`src/design/hsi2rgb_pkg.sv`:
```
`timescale 1ns / 1ps
// ----------------------------------------------------------------------------
// HSI to RGB package
// Shared constants, codes and the cosine ratio table builder used by the
// hue converter pipeline.
// ----------------------------------------------------------------------------
package hsi2rgb_pkg;

  // Default widths for the top level parameters.
  localparam int unsigned CHANNEL_BITS_DEF = 8;
  localparam int unsigned RATIO_FRAC_DEF   = 12;

  // Hue and configuration formats.
  localparam int unsigned HUE_W         = 9;
  localparam int unsigned CFG_W         = 9;
  localparam int unsigned CFG_ADDR_W    = 2;
  localparam int unsigned CFG_FRAC_BITS = 8;
  localparam logic [CFG_W-1:0] UNIT_Q8  = 9'd256;

  // Hue geometry.
  localparam logic [HUE_W-1:0] HUE_WRAP   = 9'd360;
  localparam int unsigned      SECTOR_DEG = 120;
  localparam int unsigned      OFF_W      = $clog2(SECTOR_DEG);
  localparam logic [HUE_W-1:0] SECTOR1_START = 9'd120;
  localparam logic [HUE_W-1:0] SECTOR2_START = 9'd240;

  // Rotation constants for the cosine table, Q2.30.
  localparam longint Q30_ONE     = 64'sd1073741824;
  localparam longint COS_ONE_DEG = 64'sd1073578288;
  localparam longint SIN_ONE_DEG = 64'sd18739379;
  localparam int unsigned RATIO_PIVOT = 60;

  // Which channel takes the primary role.
  typedef enum logic [1:0] {
    SECTOR_RED   = 2'd0,
    SECTOR_GREEN = 2'd1,
    SECTOR_BLUE  = 2'd2
  } sector_e;

  // Configuration register indexes.
  typedef enum logic [CFG_ADDR_W-1:0] {
    CFG_SATURATION = 2'd0,
    CFG_INTENSITY  = 2'd1,
    CFG_INVERT     = 2'd2
  } cfg_idx_e;

  // One entry of cos(d)/cos(|60-d|) with frac_bits fraction bits. The cosines
  // come from repeated one-degree rotations, truncated toward zero at each step.
  // Only evaluated at elaboration to build a constant table.
  function automatic longint ratio_entry(input int unsigned d,
                                         input int unsigned frac_bits);
    longint      cosv [SECTOR_DEG];
    longint      x;
    longint      y;
    longint      nx;
    longint      ny;
    longint      num;
    longint      den;
    longint      mag;
    longint      quo;
    longint      rem;
    logic        neg;
    int unsigned m;
    x       = Q30_ONE;
    y       = 64'sd0;
    cosv[0] = x;
    for (int k = 1; k < SECTOR_DEG; k++) begin
      nx      = (COS_ONE_DEG * x - SIN_ONE_DEG * y) / Q30_ONE;
      ny      = (SIN_ONE_DEG * x + COS_ONE_DEG * y) / Q30_ONE;
      x       = nx;
      y       = ny;
      cosv[k] = x;
    end
    m   = (d <= RATIO_PIVOT) ? (RATIO_PIVOT - d) : (d - RATIO_PIVOT);
    den = cosv[m];
    num = cosv[d] * (longint'(1) << frac_bits);
    if (den <= 0) return 64'sd0;
    // Restoring long division of the magnitude, truncated toward zero.
    neg = (num < 0);
    mag = neg ? -num : num;
    quo = 64'sd0;
    rem = 64'sd0;
    for (int b = 62; b >= 0; b--) begin
      rem = (rem <<< 1) | ((mag >>> b) & 64'sd1);
      if (rem >= den) begin
        rem = rem - den;
        quo = quo | (longint'(1) << b);
      end
    end
    return neg ? -quo : quo;
  endfunction

endpackage

```
`src/design/hsi2rgb_sector.sv`:
```
`timescale 1ns / 1ps
// ----------------------------------------------------------------------------
// HSI to RGB sector stage
// Folds the hue into one turn, picks the 120-degree sector and looks up the
// cosine ratio for the offset inside it. Two register stages.
// ----------------------------------------------------------------------------
module hsi2rgb_sector #(
  parameter int unsigned RATIO_FRACTION_BITS = hsi2rgb_pkg::RATIO_FRAC_DEF
) (
  input  logic                                 clk_i,
  input  logic                                 rst_ni,
  input  logic                                 in_valid_i,
  output logic                                 in_ready_o,
  input  logic [hsi2rgb_pkg::HUE_W-1:0]        hue_i,
  output logic                                 out_valid_o,
  input  logic                                 out_ready_i,
  output hsi2rgb_pkg::sector_e                 sector_o,
  output logic signed [RATIO_FRACTION_BITS+2:0] ratio_o
);
  import hsi2rgb_pkg::*;

  localparam int unsigned RW = RATIO_FRACTION_BITS + 3;

  // Constant ratio table.
  logic signed [RW-1:0] ratio_tab [SECTOR_DEG];

  for (genvar k = 0; k < SECTOR_DEG; k++) begin : g_tab
    assign ratio_tab[k] = RW'(ratio_entry(k, RATIO_FRACTION_BITS));
  end

  logic                 a_valid_q, a_valid_d;
  sector_e              a_sector_q, a_sector_d;
  logic [OFF_W-1:0]     a_off_q, a_off_d;
  logic                 b_valid_q, b_valid_d;
  sector_e              b_sector_q;
  logic signed [RW-1:0] b_ratio_q;
  logic                 a_ready;
  logic                 b_ready;
  logic [HUE_W-1:0]     hue_fold;
  logic [HUE_W-1:0]     off_full;

  // Each stage moves when it is empty or its successor takes its item.
  assign b_ready    = !b_valid_q || out_ready_i;
  assign a_ready    = !a_valid_q || b_ready;
  assign in_ready_o = a_ready;

  // Fold one turn, then split into sectors.
  always_comb begin
    hue_fold = (hue_i >= HUE_WRAP) ? (hue_i - HUE_WRAP) : hue_i;
    if (hue_fold >= SECTOR2_START) begin
      a_sector_d = SECTOR_BLUE;
      off_full   = hue_fold - SECTOR2_START;
    end else if (hue_fold >= SECTOR1_START) begin
      a_sector_d = SECTOR_GREEN;
      off_full   = hue_fold - SECTOR1_START;
    end else begin
      a_sector_d = SECTOR_RED;
      off_full   = hue_fold;
    end
    a_off_d = off_full[OFF_W-1:0];
  end

  assign a_valid_d = a_ready ? in_valid_i : a_valid_q;
  assign b_valid_d = b_ready ? a_valid_q : b_valid_q;

  // Valid bits.
  always_ff @(posedge clk_i or negedge rst_ni) begin
    if (!rst_ni) begin
      a_valid_q <= 1'b0;
      b_valid_q <= 1'b0;
    end else begin
      a_valid_q <= a_valid_d;
      b_valid_q <= b_valid_d;
    end
  end

  // Payload registers.
  always_ff @(posedge clk_i) begin
    if (a_ready && in_valid_i) begin
      a_sector_q <= a_sector_d;
      a_off_q    <= a_off_d;
    end
    if (b_ready && a_valid_q) begin
      b_sector_q <= a_sector_q;
      b_ratio_q  <= ratio_tab[a_off_q];
    end
  end

  assign out_valid_o = b_valid_q;
  assign sector_o    = b_sector_q;
  assign ratio_o     = b_ratio_q;

endmodule

```
`src/design/hsi2rgb_terms.sv`:
```
`timescale 1ns / 1ps
// ----------------------------------------------------------------------------
// HSI to RGB term stage
// Forms the primary, secondary and third channel terms from saturation and
// the cosine ratio, then scales them by intensity. Two register stages.
// ----------------------------------------------------------------------------
module hsi2rgb_terms #(
  parameter int unsigned RATIO_FRACTION_BITS = hsi2rgb_pkg::RATIO_FRAC_DEF
) (
  input  logic                                  clk_i,
  input  logic                                  rst_ni,
  input  logic [hsi2rgb_pkg::CFG_W-1:0]         saturation_i,
  input  logic [hsi2rgb_pkg::CFG_W-1:0]         intensity_i,
  input  logic                                  in_valid_i,
  output logic                                  in_ready_o,
  input  hsi2rgb_pkg::sector_e                  sector_i,
  input  logic signed [RATIO_FRACTION_BITS+2:0] ratio_i,
  output logic                                  out_valid_o,
  input  logic                                  out_ready_i,
  output hsi2rgb_pkg::sector_e                  sector_o,
  output logic [RATIO_FRACTION_BITS+18:0]       prim_o,
  output logic [RATIO_FRACTION_BITS+18:0]       sec_o,
  output logic [RATIO_FRACTION_BITS+18:0]       ter_o
);
  import hsi2rgb_pkg::*;

  localparam int unsigned R      = RATIO_FRACTION_BITS;
  localparam int unsigned RW     = R + 3;
  localparam int unsigned MUL_W  = CFG_W + 1 + RW;
  localparam int unsigned PROD_W = R + CFG_W + 2;
  localparam int unsigned TERM_W = R + CFG_W + 1;
  localparam int unsigned PW     = TERM_W + CFG_W;

  localparam logic signed [RW-1:0]   ONE  = RW'(longint'(1) << R);
  localparam logic signed [PROD_W:0] BASE =
    (PROD_W + 1)'(longint'(UNIT_Q8) << R);

  logic                     c_valid_q, c_valid_d;
  sector_e                  c_sector_q;
  logic signed [PROD_W-1:0] c_sp_q;
  logic signed [PROD_W-1:0] c_ss_q;
  logic                     d_valid_q, d_valid_d;
  sector_e                  d_sector_q;
  logic [PW-1:0]            d_prim_q, d_prim_d;
  logic [PW-1:0]            d_sec_q, d_sec_d;
  logic [PW-1:0]            d_ter_q, d_ter_d;
  logic                     c_ready;
  logic                     d_ready;

  logic signed [CFG_W:0]    sat_s;
  logic signed [RW-1:0]     one_minus;
  logic signed [MUL_W-1:0]  sp_full;
  logic signed [MUL_W-1:0]  ss_full;
  logic signed [PROD_W:0]   prim_term;
  logic signed [PROD_W:0]   sec_term;
  logic [TERM_W-1:0]        prim_u;
  logic [TERM_W-1:0]        sec_u;
  logic [TERM_W-1:0]        ter_u;
  logic [CFG_W-1:0]         sat_rest;

  assign d_ready    = !d_valid_q || out_ready_i;
  assign c_ready    = !c_valid_q || d_ready;
  assign in_ready_o = c_ready;

  // Saturation times ratio and times one minus ratio.
  always_comb begin
    sat_s     = $signed({1'b0, saturation_i});
    one_minus = ONE - ratio_i;
    sp_full   = sat_s * ratio_i;
    ss_full   = sat_s * one_minus;
  end

  // Add the unit term, drop negatives, scale by intensity.
  always_comb begin
    prim_term = BASE + {c_sp_q[PROD_W-1], c_sp_q};
    sec_term  = BASE + {c_ss_q[PROD_W-1], c_ss_q};
    prim_u    = prim_term[PROD_W] ? '0 : prim_term[TERM_W-1:0];
    sec_u     = sec_term[PROD_W] ? '0 : sec_term[TERM_W-1:0];
    sat_rest  = UNIT_Q8 - saturation_i;
    ter_u     = TERM_W'(sat_rest) << R;
    d_prim_d  = PW'(prim_u) * PW'(intensity_i);
    d_sec_d   = PW'(sec_u) * PW'(intensity_i);
    d_ter_d   = PW'(ter_u) * PW'(intensity_i);
  end

  assign c_valid_d = c_ready ? in_valid_i : c_valid_q;
  assign d_valid_d = d_ready ? c_valid_q : d_valid_q;

  // Valid bits.
  always_ff @(posedge clk_i or negedge rst_ni) begin
    if (!rst_ni) begin
      c_valid_q <= 1'b0;
      d_valid_q <= 1'b0;
    end else begin
      c_valid_q <= c_valid_d;
      d_valid_q <= d_valid_d;
    end
  end

  // Payload registers.
  always_ff @(posedge clk_i) begin
    if (c_ready && in_valid_i) begin
      c_sector_q <= sector_i;
      c_sp_q     <= sp_full[PROD_W-1:0];
      c_ss_q     <= ss_full[PROD_W-1:0];
    end
    if (d_ready && c_valid_q) begin
      d_sector_q <= c_sector_q;
      d_prim_q   <= d_prim_d;
      d_sec_q    <= d_sec_d;
      d_ter_q    <= d_ter_d;
    end
  end

  assign out_valid_o = d_valid_q;
  assign sector_o    = d_sector_q;
  assign prim_o      = d_prim_q;
  assign sec_o       = d_sec_q;
  assign ter_o       = d_ter_q;

endmodule

```
`src/design/hsi2rgb_scale.sv`:
```
`timescale 1ns / 1ps
// ----------------------------------------------------------------------------
// HSI to RGB output stage
// Multiplies by full scale, drops the fraction, divides by three, saturates,
// optionally inverts and routes the roles to red, green and blue.
// ----------------------------------------------------------------------------
module hsi2rgb_scale #(
  parameter int unsigned CHANNEL_BITS        = hsi2rgb_pkg::CHANNEL_BITS_DEF,
  parameter int unsigned RATIO_FRACTION_BITS = hsi2rgb_pkg::RATIO_FRAC_DEF
) (
  input  logic                            clk_i,
  input  logic                            rst_ni,
  input  logic                            invert_i,
  input  logic                            in_valid_i,
  output logic                            in_ready_o,
  input  hsi2rgb_pkg::sector_e            sector_i,
  input  logic [RATIO_FRACTION_BITS+18:0] prim_i,
  input  logic [RATIO_FRACTION_BITS+18:0] sec_i,
  input  logic [RATIO_FRACTION_BITS+18:0] ter_i,
  output logic                            out_valid_o,
  input  logic                            out_ready_i,
  output logic [CHANNEL_BITS-1:0]         red_o,
  output logic [CHANNEL_BITS-1:0]         green_o,
  output logic [CHANNEL_BITS-1:0]         blue_o
);
  import hsi2rgb_pkg::*;

  localparam int unsigned CB     = CHANNEL_BITS;
  localparam int unsigned PW     = RATIO_FRACTION_BITS + 2 * CFG_W + 1;
  localparam int unsigned YW     = PW + CB;
  localparam int unsigned SHIFT  = 2 * CFG_FRAC_BITS + RATIO_FRACTION_BITS;
  localparam int unsigned QW     = CB + 2;
  localparam int unsigned DIV_S  = QW + 1;
  localparam logic [DIV_S-1:0] DIV_M =
    DIV_S'(((longint'(1) << DIV_S) + 2) / 3);
  localparam logic [QW-1:0] FULL_Q = QW'((longint'(1) << CB) - 1);

  logic            e_valid_q, e_valid_d;
  sector_e         e_sector_q;
  logic [QW-1:0]   e_prim_q;
  logic [QW-1:0]   e_sec_q;
  logic [QW-1:0]   e_ter_q;
  logic            f_valid_q, f_valid_d;
  logic [CB-1:0]   f_red_q, f_red_d;
  logic [CB-1:0]   f_green_q, f_green_d;
  logic [CB-1:0]   f_blue_q, f_blue_d;
  logic            e_ready;
  logic            f_ready;
  logic [YW-1:0]   y_prim;
  logic [YW-1:0]   y_sec;
  logic [YW-1:0]   y_ter;
  logic [CB-1:0]   v_prim;
  logic [CB-1:0]   v_sec;
  logic [CB-1:0]   v_ter;

  // Division by three through a reciprocal, then saturate and invert.
  function automatic logic [CB-1:0] finish(input logic [QW-1:0] n, input logic inv);
    logic [QW+DIV_S-1:0] prod;
    logic [QW-1:0]       quot;
    logic [CB-1:0]       v;
    prod = (QW + DIV_S)'(n) * (QW + DIV_S)'(DIV_M);
    quot = prod[DIV_S +: QW];
    v    = (quot > FULL_Q) ? FULL_Q[CB-1:0] : quot[CB-1:0];
    return inv ? ~v : v;
  endfunction

  assign f_ready    = !f_valid_q || out_ready_i;
  assign e_ready    = !e_valid_q || f_ready;
  assign in_ready_o = e_ready;

  // Times full scale as a shift and subtract.
  always_comb begin
    y_prim = (YW'(prim_i) << CB) - YW'(prim_i);
    y_sec  = (YW'(sec_i) << CB) - YW'(sec_i);
    y_ter  = (YW'(ter_i) << CB) - YW'(ter_i);
  end

  // Route the roles to the color channels.
  always_comb begin
    v_prim = finish(e_prim_q, invert_i);
    v_sec  = finish(e_sec_q, invert_i);
    v_ter  = finish(e_ter_q, invert_i);
    unique case (e_sector_q)
      SECTOR_RED: begin
        f_red_d   = v_prim;
        f_green_d = v_sec;
        f_blue_d  = v_ter;
      end
      SECTOR_GREEN: begin
        f_green_d = v_prim;
        f_blue_d  = v_sec;
        f_red_d   = v_ter;
      end
      default: begin
        f_blue_d  = v_prim;
        f_red_d   = v_sec;
        f_green_d = v_ter;
      end
    endcase
  end

  assign e_valid_d = e_ready ? in_valid_i : e_valid_q;
  assign f_valid_d = f_ready ? e_valid_q : f_valid_q;

  // Valid bits.
  always_ff @(posedge clk_i or negedge rst_ni) begin
    if (!rst_ni) begin
      e_valid_q <= 1'b0;
      f_valid_q <= 1'b0;
    end else begin
      e_valid_q <= e_valid_d;
      f_valid_q <= f_valid_d;
    end
  end

  // Payload registers.
  always_ff @(posedge clk_i) begin
    if (e_ready && in_valid_i) begin
      e_sector_q <= sector_i;
      e_prim_q   <= y_prim[SHIFT +: QW];
      e_sec_q    <= y_sec[SHIFT +: QW];
      e_ter_q    <= y_ter[SHIFT +: QW];
    end
    if (f_ready && e_valid_q) begin
      f_red_q   <= f_red_d;
      f_green_q <= f_green_d;
      f_blue_q  <= f_blue_d;
    end
  end

  assign out_valid_o = f_valid_q;
  assign red_o       = f_red_q;
  assign green_o     = f_green_q;
  assign blue_o      = f_blue_q;

endmodule

```
`src/design/hsi_to_rgb_led_drive.sv`:
```
`timescale 1ns / 1ps
// ----------------------------------------------------------------------------
// HSI to RGB LED drive
// Converts a hue in whole degrees into red, green and blue drive values.
// ----------------------------------------------------------------------------
// Usage:
//   A hue item enters on the s_axis channel (tdata bits 8:0, 360 and above
//   fold back by one turn). One color item leaves on the m_axis channel with
//   red, green and blue drive values packed from the low bits up.
//   Saturation, intensity and output inversion are set through the cfg write
//   port, which the user is to write only while the block is idle; the block
//   does not enforce this. Saturation and intensity clamp to 1.0. There are
//   six register stages between an accepted hue item and its color item: two
//   for sector and ratio lookup, two for the terms and intensity products, two
//   for full-scale scaling, division by three and channel routing.
//   Throughput is one item per cycle while the receiver takes items. Every stage has its own valid bit and
//   loads when it is empty or its successor moves, so bubbles close up and
//   new items are taken while a finished result waits at the output.
//   When the receiver stalls, the full pipeline holds every item in place and
//   s_axis_tready falls only once all six stages are occupied.
//   Reset empties the pipeline and sets saturation and intensity to 1.0 and
//   inversion on (common-anode LEDs).
// ----------------------------------------------------------------------------
module hsi_to_rgb_led_drive #(
  parameter int unsigned CHANNEL_BITS        = hsi2rgb_pkg::CHANNEL_BITS_DEF,
  parameter int unsigned RATIO_FRACTION_BITS = hsi2rgb_pkg::RATIO_FRAC_DEF
) (
  input  logic                                    clk_i,
  input  logic                                    rst_ni,
  // Hue items.
  input  logic                                    s_axis_tvalid,
  output logic                                    s_axis_tready,
  input  logic [15:0]                             s_axis_tdata,  // hue_degrees
  // Color items.
  output logic                                    m_axis_tvalid,
  input  logic                                    m_axis_tready,
  // red_drive, green_drive, blue_drive, zero fill
  output logic [((3*CHANNEL_BITS+7)/8)*8-1:0]     m_axis_tdata,
  // Configuration writes.
  input  logic                                    cfg_we_i,
  input  logic [hsi2rgb_pkg::CFG_ADDR_W-1:0]      cfg_addr_i,
  input  logic [hsi2rgb_pkg::CFG_W-1:0]           cfg_wdata_i
);
  import hsi2rgb_pkg::*;

  localparam int unsigned CB     = CHANNEL_BITS;
  localparam int unsigned R      = RATIO_FRACTION_BITS;
  localparam int unsigned PW     = R + 2 * CFG_W + 1;
  localparam int unsigned OUT_W  = ((3 * CHANNEL_BITS + 7) / 8) * 8;
  localparam int unsigned PAD_W  = OUT_W - 3 * CB;

  logic [CFG_W-1:0]     sat_q, sat_d;
  logic [CFG_W-1:0]     int_q, int_d;
  logic                 inv_q, inv_d;
  logic [CFG_W-1:0]     wdata_clamp;

  logic                 sec_valid;
  logic                 sec_ready;
  sector_e              sec_sector;
  logic signed [R+2:0]  sec_ratio;
  logic                 term_valid;
  logic                 term_ready;
  sector_e              term_sector;
  logic [PW-1:0]        term_prim;
  logic [PW-1:0]        term_sec;
  logic [PW-1:0]        term_ter;
  logic [CB-1:0]        red;
  logic [CB-1:0]        green;
  logic [CB-1:0]        blue;

  // Register write decode; levels above 1.0 are clamped on the way in.
  always_comb begin
    wdata_clamp = (cfg_wdata_i > UNIT_Q8) ? UNIT_Q8 : cfg_wdata_i;
    sat_d       = sat_q;
    int_d       = int_q;
    inv_d       = inv_q;
    if (cfg_we_i) begin
      unique case (cfg_idx_e'(cfg_addr_i))
        CFG_SATURATION: sat_d = wdata_clamp;
        CFG_INTENSITY:  int_d = wdata_clamp;
        CFG_INVERT:     inv_d = cfg_wdata_i[0];
        default: ;
      endcase
    end
  end

  // Configuration registers.
  always_ff @(posedge clk_i or negedge rst_ni) begin
    if (!rst_ni) begin
      sat_q <= UNIT_Q8;
      int_q <= UNIT_Q8;
      inv_q <= 1'b1;
    end else begin
      sat_q <= sat_d;
      int_q <= int_d;
      inv_q <= inv_d;
    end
  end

  // Sector and ratio lookup.
  hsi2rgb_sector #(
    .RATIO_FRACTION_BITS (R)
  ) u_sector (
    .clk_i       (clk_i),
    .rst_ni      (rst_ni),
    .in_valid_i  (s_axis_tvalid),
    .in_ready_o  (s_axis_tready),
    .hue_i       (s_axis_tdata[HUE_W-1:0]),
    .out_valid_o (sec_valid),
    .out_ready_i (sec_ready),
    .sector_o    (sec_sector),
    .ratio_o     (sec_ratio)
  );

  // Channel terms times intensity.
  hsi2rgb_terms #(
    .RATIO_FRACTION_BITS (R)
  ) u_terms (
    .clk_i        (clk_i),
    .rst_ni       (rst_ni),
    .saturation_i (sat_q),
    .intensity_i  (int_q),
    .in_valid_i   (sec_valid),
    .in_ready_o   (sec_ready),
    .sector_i     (sec_sector),
    .ratio_i      (sec_ratio),
    .out_valid_o  (term_valid),
    .out_ready_i  (term_ready),
    .sector_o     (term_sector),
    .prim_o       (term_prim),
    .sec_o        (term_sec),
    .ter_o        (term_ter)
  );

  // Scaling, saturation, inversion and routing.
  hsi2rgb_scale #(
    .CHANNEL_BITS        (CB),
    .RATIO_FRACTION_BITS (R)
  ) u_scale (
    .clk_i       (clk_i),
    .rst_ni      (rst_ni),
    .invert_i    (inv_q),
    .in_valid_i  (term_valid),
    .in_ready_o  (term_ready),
    .sector_i    (term_sector),
    .prim_i      (term_prim),
    .sec_i       (term_sec),
    .ter_i       (term_ter),
    .out_valid_o (m_axis_tvalid),
    .out_ready_i (m_axis_tready),
    .red_o       (red),
    .green_o     (green),
    .blue_o      (blue)
  );

  assign m_axis_tdata = OUT_W'({blue, green, red});

  // Fill bits stay zero through the size cast above.
  if (PAD_W > 0) begin : g_pad_check
  end

endmodule
```
`config.mk`:
```
export PLATFORM = sky130hd
export DESIGN_NAME = hsi_to_rgb_led_drive
export DESIGN_NICKNAME = d
export VERILOG_FILES = /design/src/design/hsi2rgb_pkg.sv /design/src/design/hsi2rgb_sector.sv /design/src/design/hsi2rgb_terms.sv /design/src/design/hsi2rgb_scale.sv /design/src/design/hsi_to_rgb_led_drive.sv
export SDC_FILE = /design/constraint.sdc
export NUM_CORES = 2
export LEC_CHECK = 0
export BUFFER_PORTS_ARGS = -buffer_cell sky130_fd_sc_hd__buf_2
export CORE_MARGIN = 2
export CORE_UTILIZATION = 60
export CTS_CLUSTER_DIAMETER = 30
export DETAILED_ROUTE_END_ITERATION = 16
export PLACE_DENSITY = 0.88
export REMOVE_ABC_BUFFERS = 1
export SETUP_SLACK_MARGIN = 0.15
export SLEW_MARGIN = 30
export SYNTH_ARGS = -nofsm -noshare
export SYNTH_HDL_FRONTEND = slang
export SYNTH_SLANG_ARGS = --single-unit
export TNS_END_PERCENT = 100
```
`constraint.sdc`:
```
create_clock -name clk_i -period 20.5 [get_ports clk_i]
set_input_delay 2.05 -clock clk_i [delete_from_list [all_inputs] [get_ports clk_i]]
set_output_delay 2.05 -clock clk_i [all_outputs]
set_load 0.02 [all_outputs]
```
Word-level counts from Yosys, hierarchy flattened --
Memories as Yosys holds them, arrays and structs flattened. A register that Yosys moved wholly into a read port is not among the register bits. Cells that the tools add are included.
Word-level totals: output and inout bits 26, memories 1, logic and storage cells 98, bits in read-only memories 1920, bits of input ports 32, bits in registers 222
Operators by class: add/subtract/negate cells 10, equality and inequality tests 3, multiplexer cells 16, reductions and logical operators 23, $lt $le $gt $ge 7, $mul 8, bitwise operators 4
Memory list:
- (no name shown) | depth 128, bits a word 15, read ports 1, clocked after Yosys merged registers in 1, wr ports 0, RTL line hsi2rgb_sector.sv:85 | b_ratio_q <= ratio_tab[a_off_q];
Operators with widths (count):
- 38-bit by 31-bit subtractor with 38-bit output | 2
- 22-bit by 9-bit multiplier with 31-bit output | 2
- 10-bit by 10-bit multiplier with 20-bit output, second input constant | 3
- 22-bit by 23-bit adder with 24-bit output, first input constant | 2
- 8-bit 2-to-1 mux | 6
- 8-bit one-hot mux with 2 select lines | 3
- 10-bit by 15-bit multiplier with 23-bit output | 2
- 22-bit 2-to-1 mux | 2
- 38-bit by 30-bit subtractor with 38-bit output | 1
- 9-bit by 8-bit greater-than comparator with 1-bit output, second input constant | 3
- 8-bit NOT | 3
- 9-bit by 9-bit multiplier with 18-bit output | 1
- 9-bit 2-to-1 mux | 2
- 14-bit by 15-bit subtractor with 15-bit output, first input constant | 1
- 7-bit 2-to-1 mux | 2
- 7-bit subtractor, second input constant | 2
- 9-bit by 7-bit greater-or-equal comparator with 1-bit output, second input constant | 1
- 9-bit by 8-bit greater-or-equal comparator with 1-bit output, second input constant | 1
- 9-bit greater-or-equal comparator, second input constant | 1
- 9-bit greater-than comparator, second input constant | 1
- 9-bit subtractor, first input constant | 1
- 9-bit subtractor, second input constant | 1
- 7-bit NOT with 8-bit output | 1
- 1-bit logical AND | 6
- 7 further kinds | 21

Longest topological paths before layout --
word-level depth 8, mapped depth 25, depth with buffers taken out 25

Hierarchy --
Synthesis repeated with hierarchy kept, for this count alone.
Unflattened totals: cells, all modules 4708, area, all modules 43581.8 um2
Modules (own cells, without submodules):
- hsi2rgb_terms | seq. area each 3923.8 um2, area each 28838.9 um2, times used 1, cells each 3084
- hsi2rgb_scale | seq. area each 1731.7 um2, area each 10471.3 um2, times used 1, cells each 1137
- hsi2rgb_sector | seq. area each 830.8 um2, area each 3485.8 um2, times used 1, cells each 436
- hsi_to_rgb_led_drive | seq. area each 479.2 um2, area each 785.8 um2, times used 1, cells each 51

Least setup slack after synthesis --
No wires, ideal clock.
path kind input -> register, start point input port m_axis_tready, end point register u_terms.d_prim_q[0] (netlist: u_terms.prim_o[0]) (enable), library setup time 571 ps, stages 2, setup slack 13650 ps, data required time 19929 ps, arrival 6278 ps, path through nor2b_1 a31oi_1
On the way: longest elaborated chain between the ends 4
RTL lines:
- start: declaration | RTL line hsi_to_rgb_led_drive.sv:36 | input logic m_axis_tready,
- 1-bit logical OR | RTL line hsi2rgb_scale.sv:67 | assign f_ready = !f_valid_q || out_ready_i;
- 1-bit logical OR | RTL line hsi2rgb_scale.sv:68 | assign e_ready = !e_valid_q || f_ready;
- 1-bit logical OR | RTL line hsi2rgb_terms.sv:61 | assign d_ready = !d_valid_q || out_ready_i;
- 1-bit logical AND | RTL line hsi2rgb_terms.sv:107 | if (d_ready && c_valid_q) begin
- end signal: assignment | RTL line hsi2rgb_terms.sv:109 | d_prim_q <= d_prim_d;
- end: declaration | RTL line hsi2rgb_terms.sv:44 | logic [PW-1:0] d_prim_q, d_prim_d;
No other way between the ends. A chain may end at the register's enable or synchronous reset.

Worst setup path after layout --
start point register u_sector.b_ratio_q[7] (netlist: u_sector.ratio_o[7]), end point register u_terms.c_ss_q[22], data pin
On the way: longest elaborated chain between the ends 2
RTL lines:
- start: declaration | RTL line hsi2rgb_sector.sv:36 | logic signed [RW-1:0] b_ratio_q;
- 14-bit by 15-bit subtractor with 15-bit output | RTL line hsi2rgb_terms.sv:68 | one_minus = ONE - ratio_i;
- 10-bit by 15-bit multiplier with 23-bit output | RTL line hsi2rgb_terms.sv:70 | ss_full = sat_s * one_minus;
- net u_terms.ss_full[22] | RTL line hsi2rgb_terms.sv:53 | logic signed [MUL_W-1:0] ss_full;
- end signal: assignment | RTL line hsi2rgb_terms.sv:105 | c_ss_q <= ss_full[PROD_W-1:0];
- end: declaration | RTL line hsi2rgb_terms.sv:41 | logic signed [PROD_W-1:0] c_ss_q;
The timed path passes the listed nets, and every way through them passes these cells.

==> impl_results.md <==
* CP most frequent cell: inv_1
* Post CTS Setup Buffer Count at 0
* Full die area at between 0.07 and 0.08 mm²
* Slowest cell delay on critical path at between 800 and 900 ps
* Cells after DPL at approximately 5400
* Die width at about 270 µm
* Worst hold stages at 0
* Hold_buf cts at 0
* I/O pin count at 58
* RePlAce Congestion at 0.9382
* Post-layout util at 64.64%
* Clk sinks at 236
* Min Tclk post-route at 8208 ps
* Row cnt at 97
* FF+latch count, synth at between 200 and 250
* Status: finished clean
* Die height at about 270 µm
* Setup Viol. Count Final at 0
* Port bufs at 50
* RR Startpoint: u_sector.ratio_o[7]
* Fin. Hold Viols at 0
* Vias at about 33000
* DRT Pass-1 Iters at 7
* Sequential area share after synthesis at between 10% and 20%
* Share of cells above drive strength 1 at 4.773%
* ANT cells at 0
* Critical path fanouts, max at 12
* WL/cell at 17.76 µm
* Max-cap violations at 0
* Setup Skew at around 31 ps
* Largest net degree at the start of global routing at 105
* Area contributors post-synth: fa_1, edfxtp_1, ha_1
* Area Overhead vs Synth at 6.572%
* DRC at 0
* Root buffer cell: clkbuf_16
* First DRT Iteration DRCs at approximately 2900
* Clock slew at reported path FFs at 50 ps
* All-Layer GR Usage at 27.40%
* Critical Path Slowest Stage Cell: a2111oi_0
* Post-route insts no fill at 5528
* FFs w/ async S/R, synth at 10.59%
* CTS tree: yes
* Synth cell count leaders: inv_1, fa_1, ha_1
* Post-synth top area share at 28.94%
* Hold EP: u_sector.sector_o[1]
* Hold_sp: u_sector.a_sector_q[1]
* Crit-path cells: or3_1, or3_1, or3_1, xnor2_1, nand2_1, fa_1, inv_1, fa_1, inv_1, fa_1, inv_1, fa_1, inv_1, fa_1, inv_1, ha_1, or4_1, o211ai_1, inv_1, a2111oi_0, o31ai_1, a21oi_1, xnor2_1
* Critical Path AT at approximately 8500 ps
* Fin nets at approximately 5700
* Crit. End Element: register
* Final worst path period share at 40.04%
* Slew of the pin with the lowest slew margin at 996.0 ps
* CP Buf/Inv Count at 6
* Number of global-route vias before repair at 34640
* Post-synth EDFFs at 211
* Synth Warn # at 0
* RSZ-0062 raised after global routing: no
* Path type of the worst min-delay path: reg -> reg
* R2R cell count at 23
* Initial antenna violation count at 0
* H-tree levels at 2
* Distinct cells, synth at around 90
* Num CTS Buffers at 53
* Worst r2r dst: u_terms.c_ss_q[22]
* Aggregate routed wire length at just under 100000 µm
* Top FF cell, synth: edfxtp_1
* Highest clock rate at 0.1218 GHz
* Post-Syn Area at 0.04247 mm²
* Insertion delay to the later sink of the worst-skew pair at 600 ps
* Synth Area per Inst at ~9.2 µm²
* Final slew viol count at 0
* Top-count cell post-synth: inv_1
* Yosys top cell by area: fa_1
* Post-DP HPWL at about 75000 µm
* Crit-path leading delay family: adder cells
* Setup TNS at 0 ps
* CTS resizes at 0
* First-pass GRT wire length at roughly 170000 µm
* Gr ovfl total at 0
* Crit start category: register
* Via/cell ratio at 5.959
* Initial core utilization at 60.65%
* Setup CP Type: reg -> reg
* Clock Path Buffers at 3
* Core ar. at 0.07003 mm²
* Rel. slew slack at 33.12%
* Critical Path RT at 20820 ps
* Reg-to-reg setup timing slack at 12290 ps
* Worst hold slack at 414.4 ps
* Final ANT Viol Nets at 0
* Post-synthesis cell count at 4612
## logic make-up (layout without fill, tap and decap cells)
| family | count (synthesis) | in the layout | synth area share, % |
|---|---|---|---|
| fa+ha+maj | 1113 | 1113 | 43.64 |
| simple gates | 1357 | 1357 | 15.98 |
| buf+inv | 1037 | 1013 | 9.168 |
| xor+xnor | 183 | 183 | 3.791 |
| mux | 26 | 26 | 0.7217 |
| compound gates | 660 | 660 | 10.30 |
| flops | 236 | 236 | 16.40 |
## flip-flops by register name (all words and copies together) (netlist names), 7 cells and up
signal and count:
int_q 9, sat_q 9, u_scale.blue_o 8, u_scale.e_prim_q 10
u_scale.e_sec_q 10, u_scale.e_ter_q 10, u_scale.green_o 8, u_scale.red_o 8
u_sector.a_off_q 7, u_sector.ratio_o 15, u_terms.c_sp_q 22, u_terms.c_ss_q 23
u_terms.prim_o 31, u_terms.sec_o 31, u_terms.ter_o 18
## stage by stage
step	setup WS, ps	instance area [µm²]
floorplan	13520	41710
global placement	12680	43380
detailed placement	12560	43380
CTS	12450	45250
global route	11950	45260
finish	12290	45260
## layout make-up
type	instances	area, µm²
repair buffers	79	471.7
well taps	940	1176
inverters	834	3131
clock inverters	35	455.4
flip-flops and latches	236	6968
multi-input cells	3339	31650
fillers	5121	24770
clock buffers	65	1413
## worst max path at each step
stage / startpoint / endpoint / slack, ps / cells past startpoint
floorplan: u_sector.ratio_o[7] / u_terms.c_ss_q[22] / 13520 / 23
global placement: u_sector.ratio_o[7] / u_terms.c_ss_q[22] / 12680 / 23
detailed placement: u_sector.ratio_o[7] / u_terms.c_ss_q[22] / 12560 / 23
CTS: u_sector.ratio_o[7] / u_terms.c_ss_q[22] / 12450 / 23
global route: u_sector.ratio_o[7] / u_terms.c_ss_q[22] / 11950 / 23
finish: u_sector.ratio_o[7] / u_terms.c_ss_q[22] / 12290 / 23
## cell usage in the layout, fill, tap and decap left out, drive strengths merged, types with 9 or more instances in the layout
| cell type | Yosys | final |
|---|---|---|
| inv | 830 | 839 |
| fa | 614 | 614 |
| ha | 498 | 498 |
| nand2 | 482 | 482 |
| and2 | 269 | 269 |
| edfxtp | 211 | 211 |
| a21oi | 169 | 169 |
| and3 | 169 | 169 |
| nor2 | 157 | 157 |
| o21ai | 149 | 149 |
| xnor2 | 139 | 139 |
| nand3 | 84 | 84 |
| buf | 10 | 79 |
| clkbuf | 193 | 65 |
| nor3 | 61 | 61 |
| a21o | 57 | 57 |
| xor2 | 44 | 44 |
| o211ai | 32 | 32 |
| nand2b | 31 | 31 |
| o31ai | 24 | 24 |
| a31oi | 23 | 23 |
| o21a | 22 | 22 |
| a211oi | 22 | 22 |
| dfrtp | 22 | 22 |
| or3 | 20 | 20 |
| nor2b | 20 | 20 |
| clkinv | 4 | 18 |
| mux2i | 16 | 16 |
| o21bai | 15 | 15 |
| o221ai | 14 | 14 |
| a21boi | 14 | 14 |
| nor4 | 13 | 13 |
| nand4 | 11 | 11 |
| a211o | 11 | 11 |
| or2 | 11 | 11 |
| a221oi | 9 | 9 |
## metal layers
layer	GRT usage, %	vias up	share of wire, %
li1	-	14960	-
met1	33.97	16150	39
met2	47.44	1482	50
met3	4.161	346	7.4
met4	12.13	0	4.2
met5	0	-	0
Power is left out: the tool's default activity adds up to more than one toggle a clock period on the data nets, which glitch-free logic cannot reach.
